`config.mk`:
```
export PLATFORM = sky130hd
export DESIGN_NAME = its_ram
export DESIGN_NICKNAME = d
export VERILOG_FILES = /design/src/hdl/its_ram.sv
export SDC_FILE = /design/constraint.sdc
export NUM_CORES = 1
export LEC_CHECK = 0
export BUFFER_PORTS_ARGS = -buffer_cell sky130_fd_sc_hd__buf_2
export CORE_MARGIN = 5
export CORE_UTILIZATION = 30
export DETAILED_ROUTE_END_ITERATION = 8
export GPL_ROUTABILITY_DRIVEN = 1
export GPL_TIMING_DRIVEN = 0
export PLACE_DENSITY = 0.55
export SLEW_MARGIN = 10
export SYNTH_ARGS = -nofsm -noshare
export SYNTH_HDL_FRONTEND = slang
export SYNTH_SLANG_ARGS = --single-unit
```
`constraint.sdc`:
```
create_clock -name clk -period 2.1 [get_ports clk]
set_input_delay 0.21 -clock clk [delete_from_list [all_inputs] [get_ports clk]]
set_output_delay 0.21 -clock clk [all_outputs]
set_load 0.01 [all_outputs]
```
`src/hdl/its_ram.sv`:
```
// Generic single-write, single-read synchronous RAM with registered read data.
`default_nettype none
module its_ram #(
  parameter int WIDTH = 8,
  parameter int DEPTH = 64,
  parameter int ADDR_BITS = 6
) (
  input  wire logic                 clk,
  input  wire logic                 we,
  input  wire logic [ADDR_BITS-1:0] waddr,
  input  wire logic [WIDTH-1:0]     wdata,
  input  wire logic                 re,
  input  wire logic [ADDR_BITS-1:0] raddr,
  output logic      [WIDTH-1:0]     rdata
);

  logic [WIDTH-1:0] mem [DEPTH];

  always_ff @(posedge clk) begin
    if (we) begin
      mem[waddr] <= wdata;
    end
  end

  always_ff @(posedge clk) begin
    if (re) begin
      rdata <= mem[raddr];
    end
  end

endmodule
`default_nettype wire

```
==> flow_summary.json, run 1 <==
{
  "htreeDepth": 2,
  "report.final.setup_viol": 2,
  "avgSynthCellArea_sq_um": 21.5,
  "track_usage_pct": 13.6,
  "netlist_top_cells_count": "edfxtp_1 (520), mux4_2 (126), nor2_1 (83)",
  "rsz0062_at_grt": "yes",
  "grt_max_degree": 65,
  "first_pass_iters": 5,
  "hold_viol_final": 0,
  "fmax_mhz": 474,
  "power.leakage_nw": 7.08,
  "nNetsFinal": 1036,
  "finalPower_w": 0.0218,
  "max_cap_viol_count": 0,
  "gp_congestion": 0.858,
  "ys.flop_type": "edfxtp_1",
  "relSlewSlack_pct": 15.3,
  "dieArea_sq_um": 72800,
  "critPathArrivalTime_ns": 2.43,
  "ys.warnings.count": 0,
  "drt_iter0_drc": 885,
  "worst_slack_ns": -0.0118,
  "hold_class": "primary input to flop",
  "slew_violations": 0,
  "start_util_pct": 30.2,
  "synth-edff-count": 520,
  "numPortBuffers": 22,
  "async_flop_share_pct": 0,
  "fp-row-count": 95,
  "grt_pass1_wl_microns": 72700,
  "fin_util_pct": 34.7,
  "violations": "setup timing",
  "clk_latency_ns": 0.60,
  "tightest_slew_ns": 1.27,
  "synth_cell_types": 39,
  "place_ws_ns": -1.31,
  "startpoint_type": "flop",
  "grt_pass1_vias": 10104,
  "yosysSeqAreaShare_pct": 77.1,
  "hpwl_microns": 32100,
  "cts_buffer_depth": 3,
  "fp.coreArea_sq_um": 67000,
  "netlist_area_sq_um": 20200,
  "holdWs_ns": 0.155,
  "critPathCaptureType": "flop",
  "wl_per_cell_microns": 26.1,
  "period_share_pct": 101,
  "fin_crit_ns": 2.11,
  "cts_buffers": 49,
  "dp.cells": 1835,
  "area_growth_pct": 15.0,
  "worst_ep_required_time_ns": 2.41,
  "crit_path_max_fanout": 1,
  "ys_seq_elements": 520,
  "drc": 0,
  "io-pin-count": 31,
  "vdd_drop_max_uv": 527,
  "synth_top_area_cell": "edfxtp_1",
  "clkTransAtPathRegs_ns": 0.06,
  "antenna_found_initial": 6,
  "fillCellCount": 6257,
  "cts_tree": "done",
  "synthMostInstantiatedCell": "edfxtp_1",
  "cts_root_buf": "clkbuf_16",
  "chipHeight_microns": 270,
  "viasPerCell": 5.04,
  "final_cells": 1929,
  "grt_overflow_total": 0,
  "via_count": 9718,
  "post_cts_buffers": 0,
  "power_density_nw_per_um2": 938,
  "status": "finished, violations left",
  "clock-sinks": 520,
  "synthTopCellsByArea": "edfxtp_1 (77%), mux4_2 (14%), nor2_1 (1.5%)",
  "crit_type": "flop to flop",
  "ant_nets": 0,
  "synth_top_area_share_pct": 77.1,
  "wl_microns": 50300,
  "finClkSkew_ns": 0.0147,
  "fp.dieW_microns": 270,
  "drive_above_1_share_pct": 27.9,
  "postSynthCellCount": 940,
  "synth_nets": 963
}
cell families after synthesis:
family                 synth area share (%)
AND/OR/NAND/NOR                        3.37
buffers and inverters                  1.56
multiplexers                           15.9
flip-flops                             77.1
AO/OA/AOI/OAI                          2.06
layer usage:
| metal | part of all wire [%] | up-vias | track usage, % |
|---|---|---|---|
| met3 | 6.1 | 78 | 2.35 |
| met5 | 0.080 | - | 0 |
| met1 | 43 | 5209 | 18.9 |
| met2 | 48 | 329 | 22.2 |
| met4 | 2.5 | 6 | 4.12 |
| li1 | - | 4096 | - |
worst max-delay path, stage by stage, from the launching register on:
cell and delay (ns):
edfxtp_1 0.37, mux4_2 0.52, mux4_2 0.56, nor2_2 0.12, nor3_1 0.07, o2bb2ai_2 0.18
metrics by stage:
stage	setup TNS [ns]	cell area (sq um)
floorplan	0	20200
global placement	-139.83	21400
detailed placement	-162.48	21500
CTS	-0.0326	23200
global route	-0.600	23300
finish	-0.0168	23300
report_power, final:
group          total, W  internal (W)  switching, W
sequential       0.0115        0.0115     0.0000165
clock           0.00913       0.00528       0.00385
combinational   0.00119      0.000424      0.000769
total            0.0218        0.0172       0.00464
timing repair:
action,CTS,global route
pin swaps,1,1
hold endpoints to repair,8,0
setup endpoints to repair,8,40
gates resized for setup,29,16
hold buffers,1,0
flip-flops by register name, summed over array words and instances, names as in the netlist:
register / cells
rdata: 8
mem: 512
path summary, 6_finish.rpt:
path	start	endpoint	slack [ns]	depth (start not counted)
hold / removal	raddr[5]	rdata[5]	0.15	2
hold reg to reg	mem[22][2]	rdata[2]	1.06	4
setup / recovery	mem[10][1]	rdata[1]	-0.01	5
setup reg to reg	mem[10][1]	rdata[1]	-0.01	5
placed cells by master, fill, tap and decap left out, types with 4 or more instances in the layout:
cell	synthesis	layout
edfxtp_1	520	520
mux4_2	126	126
nor2_1	83	79
clkbuf_16	0	49
buf_2	11	23
mux2i_1	23	23
buf_4	13	22
nand2_1	19	19
clkbuf_1	17	17
nor2b_1	14	14
clkinv_1	0	14
mux2_2	13	13
nand3_1	13	12
clkinv_2	0	9
o221ai_1	8	8
o22ai_1	8	8
bufinv_16	0	8
nand2b_1	7	7
buf_6	4	6
a221oi_1	6	6
clkinvlp_4	0	5
clkbuf_2	0	4
a211oi_1	4	4
nor2_2	0	4
layout make-up:
cell class,instances,area (sq um),share of cell area [%]
Clock buffer,53,1240,5.33
Multi-Input combinational cell,369,4440,19.1
Sequential cell,520,15600,67.0
Tap cell,873,1090,4.69
Antenna cell,2,5.00,0.0215
Buffer,50,342,1.47
Timing Repair Buffer,23,133,0.569
Clock inverter,39,417,1.79
(Power assumes the default switching activity.)
==> run 2: changes to the inputs <==
--- a/config.mk
+++ b/config.mk
@@ -5,13 +5,14 @@
 export SDC_FILE = /design/constraint.sdc
 export NUM_CORES = 1
 export LEC_CHECK = 0
+export ABC_AREA = 1
 export BUFFER_PORTS_ARGS = -buffer_cell sky130_fd_sc_hd__buf_2
 export CORE_MARGIN = 5
 export CORE_UTILIZATION = 30
 export DETAILED_ROUTE_END_ITERATION = 8
 export GPL_ROUTABILITY_DRIVEN = 1
 export GPL_TIMING_DRIVEN = 0
-export PLACE_DENSITY = 0.55
+export PLACE_DENSITY = 0.54
 export SLEW_MARGIN = 10
 export SYNTH_ARGS = -nofsm -noshare
 export SYNTH_HDL_FRONTEND = slang
==> run 2 against run 1 <==
Compared with the run above: the run still ends with setup timing left; clock skew grew 0.011 ns; cell count grew 49%; sequential power is essentially flat; core utilization shrank 0.23 points; non-clock buffer count grew 70; critical path depth shrank 1; clock power grew 0.5%; via count grew 49%; global-route usage grew 3.0 points; worst setup slack lost 0.13 ns; combinational power grew 33%; critical path type is now primary input to flop; largest cell class unchanged.
==> flow_summary.json, run 2 <==
{
  "netlist_top_cells_count": "nand2_1 (648), edfxtp_1 (520), nand3_1 (439)",
  "final_area_sq_um": 24500,
  "grt_pass1_wl_microns": 95400,
  "drt_iter0_drc": 1722,
  "netlist_area_sq_um": 21400,
  "tns_ns": -3.93,
  "clock_power_share_pct": 41.2,
  "critPathCaptureType": "flop",
  "fp.dieW_microns": 277,
  "seq_power_share_pct": 51.7,
  "synthMostInstantiatedCell": "nand2_1",
  "drive_above_1_share_pct": 10.9,
  "startpoint_type": "primary input",
  "async_flop_share_pct": 0,
  "min_from": "re",
  "final_cell_mix": "nand2_1 (648), edfxtp_1 (520), nand3_1 (439)",
  "combPwrFrac_pct": 7.1,
  "fp.coreArea_sq_um": 71100,
  "critPathArrivalTime_ns": 2.45,
  "switchingPower_w": 0.00514,
  "fmax_mhz": 447,
  "cts_tree": "done",
  "grt_pass1_vias": 13576,
  "startpoint": "waddr[1]",
  "antenna_found_initial": 8,
  "ant_nets": 0,
  "dieArea_sq_um": 76800,
  "gp_congestion": 0.935,
  "placed_cell_area_sq_um": 22800,
  "worst_slack_ns": -0.137,
  "period_share_pct": 107,
  "numPortBuffers": 22,
  "htreeDepth": 2,
  "p_int_w": 0.0172,
  "grt_overflow_total": 0,
  "clk_latency_ns": 0.60,
  "final_cells": 2883,
  "dp.cells": 2785,
  "vdd_drop_max_uv": 618,
  "clkTransAtPathRegs_ns": 0.06,
  "yosysSeqAreaShare_pct": 72.9,
  "ys.warnings.count": 0,
  "largest_register_ffs": 512,
  "avgSynthCellArea_sq_um": 11.9,
  "first_pass_iters": 5,
  "finalPower_w": 0.0223,
  "viasPerCell": 5.02,
  "fp-row-count": 98,
  "synth_top_area_cell": "edfxtp_1",
  "io-pin-count": 31,
  "crit_path_max_fanout": 9,
  "status": "finished, violations left",
  "cts_root_buf": "clkbuf_16",
  "synthTopCellsByArea": "edfxtp_1 (73%), nand2_1 (11%), nand3_1 (10%)",
  "area_growth_pct": 14.6,
  "place_ws_ns": -0.667,
  "hpwl_microns": 44400,
  "violations": "setup timing",
  "cts_buffers": 54,
  "crit_type": "primary input to flop",
  "power_density_nw_per_um2": 908,
  "switching_share_pct": 23.1,
  "hold_viol_final": 0,
  "grt_max_degree": 65,
  "layout_commonest_cell": "nand2_1",
  "r2r_slack_ns": 0.43,
  "r2r_start": "mem[63][4]",
  "synth-edff-count": 520,
  "hold_class": "primary input to flop",
  "power.leakage_nw": 8.68,
  "start_util_pct": 30.1,
  "ys.flop_type": "edfxtp_1",
  "ys_seq_elements": 520,
  "top_register": "mem",
  "wl_per_cell_microns": 22.9,
  "tightest_slew_ns": 0.945,
  "max_cap_viol_count": 0,
  "chipHeight_microns": 277,
  "track_usage_pct": 16.6,
  "slew_violations": 0,
  "report.final.setup_viol": 64,
  "postSynthCellCount": 1805,
  "cts_buffer_depth": 3,
  "finClkSkew_ns": 0.0253,
  "relSlewSlack_pct": 36.7,
  "top_regs": "mem (512), rdata (8)",
  "via_count": 14461,
  "worst_ep_required_time_ns": 2.31,
  "fin_crit_ns": 2.24,
  "synth_top_area_share_pct": 72.9,
  "nNetsFinal": 1914,
  "rsz0062_at_grt": "yes",
  "clock-sinks": 520,
  "synth_cell_types": 15,
  "synth_nets": 1828,
  "drc": 0,
  "wl_microns": 65900
}
## run 2: cell types whose count changed in the layout (fill, tap and decap cells not counted), moves of 23 or more
cell | previous run | this run
nand2_1 | 19 | 648
nand3_1 | 12 | 439
mux4_2 | 126 | 0
nor2_1 | 79 | 43
buf_6 | 6 | 35
buf_2 | 23 | 51
mux2i_1 | 23 | 0
## run 2: power by group through the flow
| stage | combinational (W) | sequential (W) | clock, W |
|---|---|---|---|
| final | 0.00158 | 0.0115 | 0.00918 |
| after detailed placement | 0.00156 | 0.0118 | 0 |
| after global routing | 0.00169 | 0.0115 | 0.00973 |
| after floorplan | 0.000808 | 0.0118 | 0 |
| after CTS | 0.00156 | 0.0115 | 0.00930 |
| after global placement | 0.00153 | 0.0118 | 0 |
## run 2: through the flow
step	hold WS (ns)	util (%)
2_1_floorplan	0.309	-
4_1_cts	0.0134	34.4
3_5_place_dp	0.631	32.1
5_1_grt	0.0310	34.5
3_3_place_gp	0.634	31.9
6_report	0.0398	34.5
## run 2: final timing paths
path,to,depth (start not counted)
worst max-delay path,mem[17][5],4
worst min-delay path,rdata[0],1
worst max register to register,rdata[4],8
worst min register to register,rdata[0],8
## run 2: cells by family after synthesis
kind of cell | count (synthesis) | synth area share, %
buf+inv | 125 | 4.01
flops | 520 | 72.9
simple gates | 1160 | 23.1
## run 2: worst max-delay path, stage by stage
cell and delay (ns):
clkbuf_1 0.22, inv_1 0.31, nand4_1 0.73, nor2_1 0.97
## run 2: area by class of cell
cell class	instances	area, sq um
Sequential cell	520	15600
Clock inverter	26	220
Tap cell	950	1190
Antenna cell	4	10.0
Multi-Input combinational cell	1160	5030
Timing Repair Buffer	30	190
Clock buffer	68	1430
Inverter	12	50.0
Fill cell	7075	46600
Buffer	113	815
## run 2: timing repair
| item | CTS | global route |
|---|---|---|
| gates resized for setup | 3 | 11 |
| setup buffers | 0 | 0 |
| endpoints found under the setup margin | 19 | 133 |
| hold buffers | 0 | 0 |
## run 2: per-layer routing
layer	track usage, %	wire length, microns
met1	24.7	29200
met2	25.1	29000
met3	3.54	6180
met4	4.06	1500
met5	0	27
==> run 3: changes to the inputs <==
--- a/config.mk
+++ b/config.mk
@@ -7,12 +7,15 @@
 export LEC_CHECK = 0
 export ABC_AREA = 1
 export BUFFER_PORTS_ARGS = -buffer_cell sky130_fd_sc_hd__buf_2
+export CELL_PAD_IN_SITES_DETAIL_PLACEMENT = 1
+export CELL_PAD_IN_SITES_GLOBAL_PLACEMENT = 2
 export CORE_MARGIN = 5
 export CORE_UTILIZATION = 30
 export DETAILED_ROUTE_END_ITERATION = 8
 export GPL_ROUTABILITY_DRIVEN = 1
 export GPL_TIMING_DRIVEN = 0
-export PLACE_DENSITY = 0.54
+export PLACE_DENSITY = 0.69
+export REMOVE_ABC_BUFFERS = 1
 export SLEW_MARGIN = 10
 export SYNTH_ARGS = -nofsm -noshare
 export SYNTH_HDL_FRONTEND = slang
==> run 3 against run 2 <==
Compared with the run above: the run still ends with setup timing left; global-route usage fell by 1.6 points; register-to-register slack barely moved; count of clock-buffer cells in the layout fell by 8; critical path depth did not move; non-clock buffer count fell by 91; power rose by 1.9%; wire length fell by 9.3%; die area did not move; sequential power barely moved; critical endpoint is now mem[1][5].
==> flow_summary.json, run 3 (same netlist as run 2, synthesis figures left out) <==
{
  "hold_viol_final": 0,
  "antenna_found_initial": 4,
  "vdd_drop_max_uv": 606,
  "power_density_nw_per_um2": 932,
  "period_share_pct": 109,
  "violations": "setup timing",
  "slew_violations": 0,
  "area_growth_pct": 13.8,
  "clock_power_share_pct": 43.0,
  "fin_crit_ns": 2.28,
  "critPathArrivalTime_ns": 2.52,
  "critPathCaptureType": "flop",
  "grt_overflow_total": 0,
  "r2r_start": "mem[55][1]",
  "clk_latency_ns": 0.61,
  "worst_slack_ns": -0.181,
  "grt_max_degree": 128,
  "hold_depth": 2,
  "drive_above_1_share_pct": 9.63,
  "max_cap_viol_count": 0,
  "drt_iter0_drc": 1035,
  "clock-sinks": 520,
  "wl_per_cell_microns": 21.4,
  "r2r_slack_ns": 0.44,
  "layout_commonest_cell": "nand2_1",
  "status": "finished, violations left",
  "seq_power_share_pct": 50.8,
  "track_usage_pct": 15.0,
  "wl_microns": 59800,
  "r2r-end": "rdata[1]",
  "power.leakage_nw": 8.50,
  "ant_nets": 0,
  "top_regs": "mem (512), rdata (8)",
  "crit_type": "primary input to flop",
  "viasPerCell": 4.86,
  "numPortBuffers": 30,
  "htreeDepth": 2,
  "startpoint_type": "primary input",
  "fp.coreArea_sq_um": 71100,
  "fp.dieW_microns": 277,
  "gp_congestion": 0.724,
  "cts_tree": "done",
  "final_cell_mix": "nand2_1 (647), edfxtp_1 (520), nand3_1 (439)",
  "nNetsFinal": 1826,
  "cp.buffers_inverters": 2,
  "crit_path_max_fanout": 9,
  "report.final.setup_viol": 96,
  "io-pin-count": 31,
  "grt_pass1_vias": 13831,
  "relSlewSlack_pct": 16.7,
  "p_int_w": 0.0176,
  "top_register": "mem",
  "first_pass_iters": 5,
  "combPwrFrac_pct": 6.2,
  "rsz0062_at_grt": "yes",
  "grt_pass1_wl_microns": 88400,
  "critical_path.max_stage_delay_ns": 0.99,
  "hold_class": "primary input to flop",
  "fp-row-count": 98,
  "chipHeight_microns": 277,
  "fin_util_pct": 34.3,
  "cp_top_family": "simple AND/OR/NAND/NOR gates",
  "cts_buffers": 55,
  "tightest_slew_ns": 1.25,
  "fmax_mhz": 438,
  "ff2ff_path_depth": 8,
  "largest_register_ffs": 512,
  "finClkSkew_ns": 0.0297,
  "hpwl_microns": 32900,
  "min_from": "waddr[2]",
  "clkTransAtPathRegs_ns": 0.06,
  "switchingPower_w": 0.00512,
  "cts_buffer_depth": 3,
  "finalPower_w": 0.0227,
  "cts_root_buf": "clkbuf_16",
  "drc": 0,
  "crit_slowest_cell": "nor2_1",
  "worst_ep_required_time_ns": 2.34,
  "min_to": "mem[50][5]",
  "via_count": 13614,
  "dieArea_sq_um": 76800,
  "switching_share_pct": 22.5,
  "start_util_pct": 30.1,
  "crit_chain": "buf_2 > inv_1 > nand4_1 > nor2_1"
}
-- run 3: power by group through the flow --
stage / sequential (W) / combinational [W] / clock, W
6_report: 0.0115 / 0.00142 / 0.00977
5_1_grt: 0.0115 / 0.00157 / 0.0104
4_1_cts: 0.0115 / 0.00141 / 0.00998
3_5_place_dp: 0.0118 / 0.00137 / 0
3_3_place_gp: 0.0118 / 0.00137 / 0
2_1_floorplan: 0.0118 / 0.000580 / 0
-- run 3: worst register-to-register path, stage by stage, from the launching register on --
cell and delay (ns):
edfxtp_1 0.37, nand2_1 0.08, nand3_1 0.08, nand3_1 0.14, nand2_1 0.07, nand2_1 0.15
nand3_1 0.13, nand3_1 0.18, nand2_1 0.16
-- run 3: how the worst max path moves through the flow --
stage | start | end | cells past startpoint
2_1_floorplan | raddr[1] | rdata[7] | 8
3_3_place_gp | raddr[0] | rdata[3] | 10
3_5_place_dp | raddr[0] | rdata[1] | 12
4_1_cts | waddr[0] | mem[26][0] | 4
5_1_grt | waddr[0] | mem[38][6] | 4
6_report | waddr[1] | mem[1][5] | 4
-- run 3: cell type report --
type	count	area [sq um]
Fill cell	7664	46700
Sequential cell	520	15600
Multi-Input combinational cell	1160	5080
Clock buffer	60	1400
Tap cell	950	1190
Timing Repair Buffer	52	584
Clock inverter	42	393
Inverter	12	93.8
Timing Repair inverter	2	18.8
Antenna cell	2	5.00
-- run 3: what timing repair did --
| item | CTS | global route |
|---|---|---|
| resized for setup | 14 | 31 |
| cloned | 3 | 3 |
| endpoints found under the hold margin | 8 | 0 |
| hold buffers | 1 | 0 |
| endpoints found under the setup margin | 80 | 248 |
| buffers inserted | 0 | 2 |
-- run 3: routing by layer --
metal | up-vias | GRT usage, % | routed length (microns) | part of all wire, %
met3 | 88 | 2.09 | 1670 | 2.8
met5 | - | 0 | 27 | 0.045
met1 | 6964 | 20.5 | 27600 | 46
met2 | 188 | 24.9 | 28800 | 48
li1 | 6370 | - | - | -
met4 | 4 | 4.87 | 1730 | 2.9
-- run 3: stage by stage --
step                hold WS [ns]  instance area [sq um]  setup TNS [ns]  setup WS [ns]  instances
finish                    0.0844                  24400           -8.30         -0.181       2800
global route              0.0853                  24400           -9.66         -0.124       2799
CTS                       0.0449                  24200          -0.923        -0.0443       2793
detailed placement         0.605                  22300         -261.89         -0.988       2687
global placement           0.595                  21900         -279.27          -6.81       2672
floorplan                  0.309                  20600           -6.07         -0.767       1692
